==> src/hdl/thrp_pkg.sv <==
// ----------------------------------------------------------------------------
// thrp_pkg
// Shared types and constants for the tagged hash record parser.
// ----------------------------------------------------------------------------
`timescale 1ns / 1ps

package thrp_pkg;

  // default record geometry
  localparam int DEF_SHORT_LEN   = 20;
  localparam int DEF_LONG_LEN    = 32;
  localparam int DEF_MAX_RECORDS = 32;

  localparam int BYTE_W   = 8;
  localparam int POS_W    = 6;
  localparam int REC_W    = 8;
  localparam int TDATA_W  = 32;
  localparam int TUSER_W  = 2;

  // record tags
  localparam logic [BYTE_W-1:0] TAG_SHORT = 8'd0;
  localparam logic [BYTE_W-1:0] TAG_LONG  = 8'd1;

  typedef enum logic [1:0] {
    ST_OK         = 2'd0,
    ST_BAD_TAG    = 2'd1,
    ST_TRUNCATED  = 2'd2,
    ST_OVER_LIMIT = 2'd3
  } status_t;

  typedef struct packed {
    logic [BYTE_W-1:0] hash_byte;
    logic              is_hash;
    logic              kind;
    logic [REC_W-1:0]  record_number;
    logic [POS_W-1:0]  byte_position;
    logic              record_done;
    logic              packet_end;
    status_t           status;
  } result_t;

endpackage

==> src/hdl/thrp_parse.sv <==
// ----------------------------------------------------------------------------
// thrp_parse
// Per-packet parse state and the combinational decode of one packet byte.
// ----------------------------------------------------------------------------
`timescale 1ns / 1ps

module thrp_parse #(
  parameter int SHORT_LEN   = thrp_pkg::DEF_SHORT_LEN,
  parameter int LONG_LEN    = thrp_pkg::DEF_LONG_LEN,
  parameter int MAX_RECORDS = thrp_pkg::DEF_MAX_RECORDS
) (
  input  logic                        clk,
  input  logic                        rst,
  input  logic                        step,
  input  logic [thrp_pkg::BYTE_W-1:0] data_byte,
  input  logic                        last_byte,
  output thrp_pkg::result_t           result
);

  localparam logic [thrp_pkg::POS_W:0]   SHORT_LEN_V = (thrp_pkg::POS_W+1)'(SHORT_LEN);
  localparam logic [thrp_pkg::POS_W:0]   LONG_LEN_V  = (thrp_pkg::POS_W+1)'(LONG_LEN);
  localparam logic [thrp_pkg::REC_W-1:0] MAX_REC_V   = thrp_pkg::REC_W'(MAX_RECORDS);
  localparam logic [thrp_pkg::REC_W-1:0] REC_SAT     = '1;

  logic                       in_body, in_body_next;
  logic                       current_kind, current_kind_next;
  logic [thrp_pkg::POS_W-1:0] body_count, body_count_next;
  logic [thrp_pkg::REC_W-1:0] record_count, record_count_next;
  thrp_pkg::status_t          error_code, error_code_next;

  logic [thrp_pkg::POS_W:0]   body_len;
  logic [thrp_pkg::POS_W:0]   count_inc;

  assign body_len  = current_kind ? LONG_LEN_V : SHORT_LEN_V;
  assign count_inc = {1'b0, body_count} + 1'b1;

  always_comb begin
    result            = '0;
    in_body_next      = in_body;
    current_kind_next = current_kind;
    body_count_next   = body_count;
    record_count_next = record_count;
    error_code_next   = error_code;

    if (error_code == thrp_pkg::ST_OK) begin
      if (!in_body) begin
        if (record_count >= MAX_REC_V) begin
          error_code_next = thrp_pkg::ST_OVER_LIMIT;
        end else if (data_byte == thrp_pkg::TAG_SHORT || data_byte == thrp_pkg::TAG_LONG) begin
          in_body_next      = 1'b1;
          current_kind_next = data_byte[0];
          body_count_next   = '0;
        end else begin
          error_code_next = thrp_pkg::ST_BAD_TAG;
        end
      end else begin
        result.hash_byte     = data_byte;
        result.is_hash       = 1'b1;
        result.kind          = current_kind;
        result.record_number = record_count;
        result.byte_position = body_count;
        if (count_inc >= body_len) begin
          result.record_done = 1'b1;
          in_body_next       = 1'b0;
          body_count_next    = '0;
          if (record_count != REC_SAT) begin
            record_count_next = record_count + 1'b1;
          end
        end else begin
          body_count_next = count_inc[thrp_pkg::POS_W-1:0];
        end
      end
    end

    // end of packet: report and return to the idle state
    if (last_byte) begin
      result.packet_end = 1'b1;
      if (error_code_next != thrp_pkg::ST_OK) begin
        result.status = error_code_next;
      end else if (in_body_next) begin
        result.status = thrp_pkg::ST_TRUNCATED;
      end else begin
        result.status = thrp_pkg::ST_OK;
      end
      in_body_next      = 1'b0;
      current_kind_next = 1'b0;
      body_count_next   = '0;
      record_count_next = '0;
      error_code_next   = thrp_pkg::ST_OK;
    end
  end

  always_ff @(posedge clk) begin
    if (rst) begin
      in_body      <= 1'b0;
      current_kind <= 1'b0;
      body_count   <= '0;
      record_count <= '0;
      error_code   <= thrp_pkg::ST_OK;
    end else if (step) begin
      in_body      <= in_body_next;
      current_kind <= current_kind_next;
      body_count   <= body_count_next;
      record_count <= record_count_next;
      error_code   <= error_code_next;
    end
  end

endmodule

==> src/hdl/tagged_hash_record_parser_core.sv <==
// ----------------------------------------------------------------------------
// tagged_hash_record_parser_core
// Byte-stream parser for packets of tagged short/long hash records.
// ----------------------------------------------------------------------------
// Input: one packet byte per request on s_*, s_tlast marks the packet's last
// byte. Output: one result per input byte on m_*; m_tuser flags hash bytes
// and their record kind, m_tlast marks the packet end, where m_tdata also
// carries the packet status (accepted, bad tag, truncated, over limit).
// A byte passes through the input register, the decode against the parse
// state, then the result register. Throughput is one byte per cycle while
// the receiver does not stall; the registered parse state feeds back into
// its own update; the input register loads when empty or the output advances.
// When the receiver stalls, the output register holds its result and the
// input register holds one more byte; s_tready drops once both are full.
// Reset clears both valid flags and returns the parse state to "expecting a
// tag, no records, no error". Each packet end also resets the parse state.
// ----------------------------------------------------------------------------
`timescale 1ns / 1ps

module tagged_hash_record_parser_core #(
  parameter int SHORT_LEN   = thrp_pkg::DEF_SHORT_LEN,
  parameter int LONG_LEN    = thrp_pkg::DEF_LONG_LEN,
  parameter int MAX_RECORDS = thrp_pkg::DEF_MAX_RECORDS
) (
  input  logic                         clk,
  input  logic                         rst,
  input  logic                         s_tvalid,
  output logic                         s_tready,
  input  logic [thrp_pkg::BYTE_W-1:0]  s_tdata,   // [7:0] data_byte
  input  logic                         s_tlast,   // last_byte
  output logic                         m_tvalid,
  input  logic                         m_tready,
  // [7:0] hash_byte, [15:8] record_number, [21:16] byte_position,
  // [22] record_done, [24:23] status, [31:25] zero
  output logic [thrp_pkg::TDATA_W-1:0] m_tdata,
  output logic [thrp_pkg::TUSER_W-1:0] m_tuser,   // [0] is_hash, [1] kind
  output logic                         m_tlast    // packet_end
);

  logic                        in_valid;
  logic [thrp_pkg::BYTE_W-1:0] in_byte;
  logic                        in_last;
  logic                        advance;
  logic                        step;
  thrp_pkg::result_t           result;
  thrp_pkg::result_t           out_res;

  assign advance  = !m_tvalid || m_tready;
  assign s_tready = !in_valid || advance;
  assign step     = in_valid && advance;

  always_ff @(posedge clk) begin
    if (rst) begin
      in_valid <= 1'b0;
    end else if (s_tready) begin
      in_valid <= s_tvalid;
    end
  end

  always_ff @(posedge clk) begin
    if (s_tready && s_tvalid) begin
      in_byte <= s_tdata;
      in_last <= s_tlast;
    end
  end

  thrp_parse #(
    .SHORT_LEN   (SHORT_LEN),
    .LONG_LEN    (LONG_LEN),
    .MAX_RECORDS (MAX_RECORDS)
  ) u_parse (
    .clk       (clk),
    .rst       (rst),
    .step      (step),
    .data_byte (in_byte),
    .last_byte (in_last),
    .result    (result)
  );

  always_ff @(posedge clk) begin
    if (rst) begin
      m_tvalid <= 1'b0;
    end else if (advance) begin
      m_tvalid <= in_valid;
    end
  end

  always_ff @(posedge clk) begin
    if (step) begin
      out_res <= result;
    end
  end

  assign m_tdata = {7'b0, out_res.status, out_res.record_done, out_res.byte_position,
                    out_res.record_number, out_res.hash_byte};
  assign m_tuser = {out_res.kind, out_res.is_hash};
  assign m_tlast = out_res.packet_end;

endmodule
==> config.mk <==
export PLATFORM = sky130hd
export DESIGN_NAME = tagged_hash_record_parser_core
export DESIGN_NICKNAME = d
export VERILOG_FILES = /design/src/hdl/thrp_pkg.sv /design/src/hdl/thrp_parse.sv /design/src/hdl/tagged_hash_record_parser_core.sv
export SDC_FILE = /design/constraint.sdc
export NUM_CORES = 1
export LEC_CHECK = 0
export ABC_AREA = 0
export BUFFER_PORTS_ARGS = -buffer_cell sky130_fd_sc_hd__buf_2
export CORE_UTILIZATION = 58
export DETAILED_ROUTE_END_ITERATION = 10
export GPL_TIMING_DRIVEN = 0
export PLACE_DENSITY = 0.83
export SYNTH_ARGS = -nofsm -noshare
export SYNTH_HDL_FRONTEND = slang
export SYNTH_SLANG_ARGS = --single-unit
export TNS_END_PERCENT = 50
==> constraint.sdc <==
create_clock -name clk -period 7.6 [get_ports clk]
set_input_delay 1.9 -clock clk [delete_from_list [all_inputs] [get_ports clk]]
set_output_delay 1.9 -clock clk [all_outputs]
set_load 0.01 [all_outputs]
==> reports/qor.yml, run 1 <==
outcome:
  outcome: "finished, final reports clean"
worst_setup_path:
  rrSetupSlack_ps: 4550
  r2r-start: "u_parse.body_count[1]$_SDFFE_PP0P_"
  cp_max_fo: 4
  startpoint_type: "primary input"
  timing.critical_path.cells: "buf_2, nor2b_1, nand2_1, buf_2"
  critPathKind: "in -> out"
  slowest_delay_ps: 260
  critical_path.endpoint_type: "output port"
  startpoint: "m_tready"
  crit_top_cell: "buf_2"
  cpMaxStageDelayCell: "nor2b_1"
  crit_arrival_ps: 2560
  crit_required_ps: 5700
cts:
  post-cts-setup-buffer-count: 0
  clockBufferDepth: 2
  cts_resized: 0
  cts_sinks: 57
  cts_tree: "done"
  cts_buffers: 9
  cts_hold_buf: 0
  htree_num_levels: 3
  clk_pin_slew_ps: 60
  cts-root-buf: "clkbuf_8"
  clk_latency_ps: 330
routing:
  via_per_inst: 5.83
  wl_mm: 5.28
  drcViolationCount: 0
  wl_per_cell_um: 15.6
  drtIter0Drc: 234
  antenna_left: 0
  dr.pass1.iters: 4
  vias: 1971
place:
  place_hpwl_mm: 3.62
  port_buffers: 41
  dp_slack_ps: 3200
  placed_cells: 322
  place_congestion: 0.823
synthesis:
  yosysUniqueCellTypes: 47
  yosysMostFrequentCell: "edfxtp_1"
  synth_top_area_share_pct: 44.1
  ys.warnings.count: 0
  syn_inst: 225
  netlist_top_cells_area: "edfxtp_1 (44%), dfxtp_1 (16%), and3_1 (5.5%)"
  synth_area_um2: 2520
  ys.flop_type: "edfxtp_1"
  synth-seq-cells: 57
  synth-edff-count: 37
  synth_largest_area_cell: "edfxtp_1"
  yosysSeqAreaShare_pct: 60.0
  synthTopCellsByCount: "edfxtp_1 (37), and3_1 (22), nor2_1 (21), dfxtp_1 (20), a21oi_1 (14)"
  async_flop_share_pct: 0
  avgSynthCellArea_um2: 11.2
global_routing:
  antenna_found_initial: 0
  grt_pass1_wl_mm: 8.02
  grt_pass1_vias: 1734
  gr-total-overflow: 0
  grt_max_degree: 38
  track_usage_pct: 25.0
power_and_ir_drop:
  pwr-share-seq_pct: 54.1
  clkPwrFrac_pct: 40.6
  pwr_density_cell_nw_per_um2: 213
  p_int_uw: 500
  ir_worst_vdd_uv: 125
  total_power_uw: 637
  power_frac_comb_pct: 5.3
  sw_frac_of_total_pct: 21.5
  p_leak_nw: 1.18
  power_switching_uw: 137
timing:
  fin_hold_ws_ps: 523
  tightest_slew_ps: 860
  finalMaxSlewViolations: 0
  layout_setup_ws_ps: 3140
  relSlewSlack_pct: 42.2
  grt_setup_unrepaired: "no"
  fin_setup_tns_ps: 0
  setup_viol: 0
  fin_crit_ps: 4460
  max_freq_ghz: 0.224
  finalHoldViolCount: 0
  fin_skew_ps: 4.46
  fin_crit_sh_pct: 58.7
layout:
  diodes: 0
  area_growth_pct: 18.6
  final_nets: 302
  final_cells: 338
  final-seq-area_um2: 1510
  multiInputGateArea_um2: 905
  nFillCells: 300
  layout-drive-gt1-share_pct: 22.2
floorplanning:
  io_pins: 50
  initial_core_util_pct: 61.7
  die_area_um2: 4610
  die_x_um: 67.9
  die_h_um: 67.9
  placeableCoreArea_um2: 4090
  num_rows: 23
worst_hold_path:
  hp-start: "u_parse.current_kind$_SDFFE_PP0P_"
  hold_path_class: "reg -> reg"
run:
  cap_violations: 0
[metrics by stage]
stage	instance area (um^2)	util, %
after floorplan	2540	-
after global placement	2810	68.8
after detailed placement	2810	68.8
after CTS	2990	73.2
after global routing	2990	73.2
final	2990	73.2
[cells by family (layout without fill, tap and decap cells)]
family / after synthesis / in the layout / share of synthesized area [%]
buffers and inverters: 25 / 82 / 5.06
and+or+nand+nor: 94 / 94 / 20.3
other: 1 / 7 / 0.149
xor gates and xnor gates: 2 / 2 / 0.695
DFF: 57 / 57 / 60.0
AOI/OAI and AO/OA: 39 / 39 / 10.4
muxes: 1 / 1 / 0.397
adders and majority gates: 6 / 6 / 2.98
[cell usage in the layout (no fill, tap or decap), types with 2 or more instances in the layout]
master	netlist	final
clkinv_1	0	3
nor2_1	21	21
nand4_1	4	4
a211o_1	2	2
inv_1	7	7
a22oi_1	2	2
nor3_1	6	6
dfxtp_1	20	20
or3_1	5	5
nor2b_1	3	3
buf_4	7	7
or4_1	3	3
and2_1	2	2
conb_1	1	7
nand2_1	12	12
o2111ai_1	2	2
clkbuf_1	10	11
nand3_1	6	6
and4_1	2	2
buf_2	0	41
clkbuf_8	0	9
a31oi_1	2	2
edfxtp_1	37	37
and3_1	22	22
o21a_1	2	2
o21ai_0	5	5
a21oi_1	14	14
ha_1	6	6
[critical path, delay by kind of cell]
family,cells,cell delay [ps]
and+or+nand+nor,2,410
buffers and inverters,2,250
[registers in the layout, summed over array words and instances, names as in the netlist]
name and cells:
m_tlast 1, m_tvalid 1, in_last 1, u_parse.error_code 2
u_parse.record_count 8, u_parse.in_body 1, m_tuser 2, u_parse.body_count 6
in_valid 1, u_parse.current_kind 1, in_byte 8, m_tdata 25
[routing by layer]
layer	routed length (um)	part of all wire [%]	track usage, %	vias up
met2	2490	47	38.7	105
met3	452	8.6	10.5	18
met4	158	3.0	11.2	0
met1	2170	41	30.3	905
li1	-	-	-	943
met5	0	0	0	-
[layout make-up]
type,instances,area share (%)
Clock buffer,11,4.39
Buffer,18,3.43
Tap cell,50,2.09
Sequential cell,57,50.5
Clock inverter,5,1.55
Multi-Input combinational cell,149,30.3
Timing Repair Buffer,41,6.86
Inverter,7,0.879
[power groups by stage]
stage / registers (mW) / clock network, mW / logic, mW
after global placement: 0.351 / 0 / 0.0328
final: 0.345 / 0.259 / 0.0340
after floorplan: 0.355 / 0 / 0.0159
after CTS: 0.345 / 0.261 / 0.0339
after global routing: 0.346 / 0.274 / 0.0378
after detailed placement: 0.351 / 0 / 0.0339
[worst paths after layout]
check | end | cells after the start
max | s_tready | 4
min | u_parse.current_kind$_SDFFE_PP0P_ | 2
max reg2reg | u_parse.record_count[0]$_SDFFE_PP0P_ | 10
min reg2reg | u_parse.current_kind$_SDFFE_PP0P_ | 2
Power figures use the tool's default switching activity.
==> run 2: changes to the inputs <==
--- a/config.mk
+++ b/config.mk
@@ -7,10 +7,10 @@
 export LEC_CHECK = 0
 export ABC_AREA = 0
 export BUFFER_PORTS_ARGS = -buffer_cell sky130_fd_sc_hd__buf_2
-export CORE_UTILIZATION = 58
+export CORE_UTILIZATION = 54
 export DETAILED_ROUTE_END_ITERATION = 10
 export GPL_TIMING_DRIVEN = 0
-export PLACE_DENSITY = 0.83
+export PLACE_DENSITY = 0.78
 export SYNTH_ARGS = -nofsm -noshare
 export SYNTH_HDL_FRONTEND = slang
 export SYNTH_SLANG_ARGS = --single-unit
==> constraint.sdc (replaced) <==
create_clock -name clk -period 4.52 [get_ports clk]
set_input_delay 1.13 -clock clk [delete_from_list [all_inputs] [get_ports clk]]
set_output_delay 1.13 -clock clk [all_outputs]
set_load 0.01 [all_outputs]
==> reports/qor.yml, run 2 (synthesis gave the netlist of run 1 again) <==
worst_setup_path:
  crit_top_cell: "ha_1"
  critical_path.endpoint_type: "register"
  crit_required_ps: 4720  # -980 ps
  cp_max_fo: 10  # +6
  crit_arrival_ps: 3120  # +560 ps
  timing.critical_path.cells: "ha_1, nand3_1, and2_1, or2_2, ha_1, nand2_1, a31o_4, a211o_1, buf_6, o41ai_1, a21oi_1"
  critPathKind: "reg -> reg"
  startpoint_type: "register"
  slowest_delay_ps: 420  # +160 ps
  cpMaxStageDelayCell: "dfxtp_1"
routing:
  via_per_inst: 5.51  # -5.5%
  drtIter0Drc: 140  # -40%
  wl_mm: 4.74  # -10%
  wl_per_cell_um: 14.0  # -10%
  dr.pass1.iters: 4  # unchanged
  drcViolationCount: 0  # unchanged
  vias: 1868  # -5.2%
  antenna_left: 0  # unchanged
worst_hold_path:
  hold_path_class: "reg -> reg"
floorplanning:
  die_x_um: 70.3  # +3.5%
  initial_core_util_pct: 57.1  # -4.6 points
  die_area_um2: 4950  # +7.2%
  die_h_um: 70.3  # +3.5%
  placeableCoreArea_um2: 4410  # +8.0%
  io_pins: 50  # unchanged
  num_rows: 24  # +4.3%
cts:
  cts_hold_buf: 0  # unchanged
  cts_resized: 0  # unchanged
  clk_latency_ps: 320  # about the same
  cts_tree: "done"
  cts_sinks: 57  # unchanged
  cts-root-buf: "clkbuf_8"
  clockBufferDepth: 2  # unchanged
  cts_buffers: 9  # unchanged
  post-cts-setup-buffer-count: 0  # unchanged
  clk_pin_slew_ps: 60  # about the same
  htree_num_levels: 3  # unchanged
timing:
  fin_skew_ps: 7.64  # +3.18 ps
  fin_crit_ps: 2920
  finalHoldViolCount: 0  # unchanged
  tightest_slew_ps: 866  # +6.47 ps
  relSlewSlack_pct: 41.8  # -0.44 points
  max_freq_ghz: 0.343
  grt_setup_unrepaired: "no"
  fin_setup_tns_ps: 0  # unchanged
  setup_viol: 0  # unchanged
  fin_crit_sh_pct: 64.6
  finalMaxSlewViolations: 0  # unchanged
layout:
  layout_common_cells: "buf_2 (41), edfxtp_1 (37), and3_1 (22)"
  area_growth_pct: 18.6  # unchanged
  final_nets: 302  # unchanged
  layout-drive-gt1-share_pct: 22.6  # +0.43 points
  postLayoutCellArea_um2: 2990  # unchanged
  largest_register_ffs: 25  # unchanged
  final_common_cell: "buf_2"
  diodes: 0  # unchanged
  final_cells: 339  # +0.30%
power_and_ir_drop:
  pwr_density_cell_nw_per_um2: 355  # +67%
  ir_worst_vdd_uv: 226  # +80%
  p_leak_nw: 1.18  # about the same
place:
  place_congestion: 0.844  # +2.5%
  dpl_cell_area_um2: 2820  # about the same
  placed_cells: 324  # +0.62%
  port_buffers: 41  # unchanged
  place_hpwl_mm: 3.33  # -7.9%
global_routing:
  gr-total-overflow: 0  # unchanged
  antenna_found_initial: 0  # unchanged
  grt_pass1_wl_mm: 7.96  # -0.86%
  grt_pass1_vias: 1796  # +3.6%
  track_usage_pct: 21.1  # -3.9 points
  grt_max_degree: 38  # unchanged
run:
  cap_violations: 0  # unchanged
outcome:
  outcome: "finished, final reports clean"
==> run 2: routing by layer <==
metal / part of all wire [%] / track usage, % / vias up
li1: - / - / 935
met1: 44 / 25.5 / 872
met2: 49 / 33.4 / 54
met3: 5.6 / 6.06 / 7
met4: 1.2 / 12.4 / 0
met5: 0 / 0 / -
==> run 2: worst paths after layout <==
kind / cells after the start / from / to / slack [ps]
min: 2 / u_parse.current_kind$_SDFFE_PP0P_ / u_parse.current_kind$_SDFFE_PP0P_ / 520
min reg2reg: 2 / u_parse.current_kind$_SDFFE_PP0P_ / u_parse.current_kind$_SDFFE_PP0P_ / 520
max: 11 / u_parse.body_count[0]$_SDFFE_PP0P_ / u_parse.record_count[7]$_SDFFE_PP0P_ / 1600
max reg2reg: 11 / u_parse.body_count[0]$_SDFFE_PP0P_ / u_parse.record_count[7]$_SDFFE_PP0P_ / 1600
==> run 2: power breakdown <==
| part | internal [mW] | switching, mW | total (mW) |
|---|---|---|---|
| logic | 0.0203 | 0.0366 | 0.0570 |
| registers | 0.573 | 0.00655 | 0.579 |
| clock network | 0.246 | 0.181 | 0.426 |
==> run 2: worst max-delay path: cells and delay by family, from the launching register on <==
family	cells	cell delay [ps]
AO/OA/AOI/OAI	4	1030
AND/OR/NAND/NOR	4	680
adder cells (fa/ha/maj)	2	520
flip-flops	1	420
buffers and inverters	1	140
==> run 2: per-stage QoR <==
step / setup slack (ps) / utilization (%) / total power, mW / hold slack (ps)
after CTS: 1580 / 67.7 / 1.07 / 525
after global placement: 577 / 63.7 / 0.646 / 501
final: 1600 / 67.7 / 1.06 / 523
after floorplan: 1270 / - / 0.623 / 475
after global routing: 1280 / 67.7 / 1.10 / 550
after detailed placement: 1310 / 63.8 / 0.648 / 507
==> run 2: area by class of cell <==
class / instances / area [um^2]
Timing Repair Buffer: 41 / 205
Tap cell: 52 / 65.1
Clock buffer: 10 / 128
Buffer: 18 / 103
Multi-Input combinational cell: 149 / 905
Inverter: 7 / 26.3
Sequential cell: 57 / 1510
Fill cell: 355 / 1420
Clock inverter: 5 / 47.5
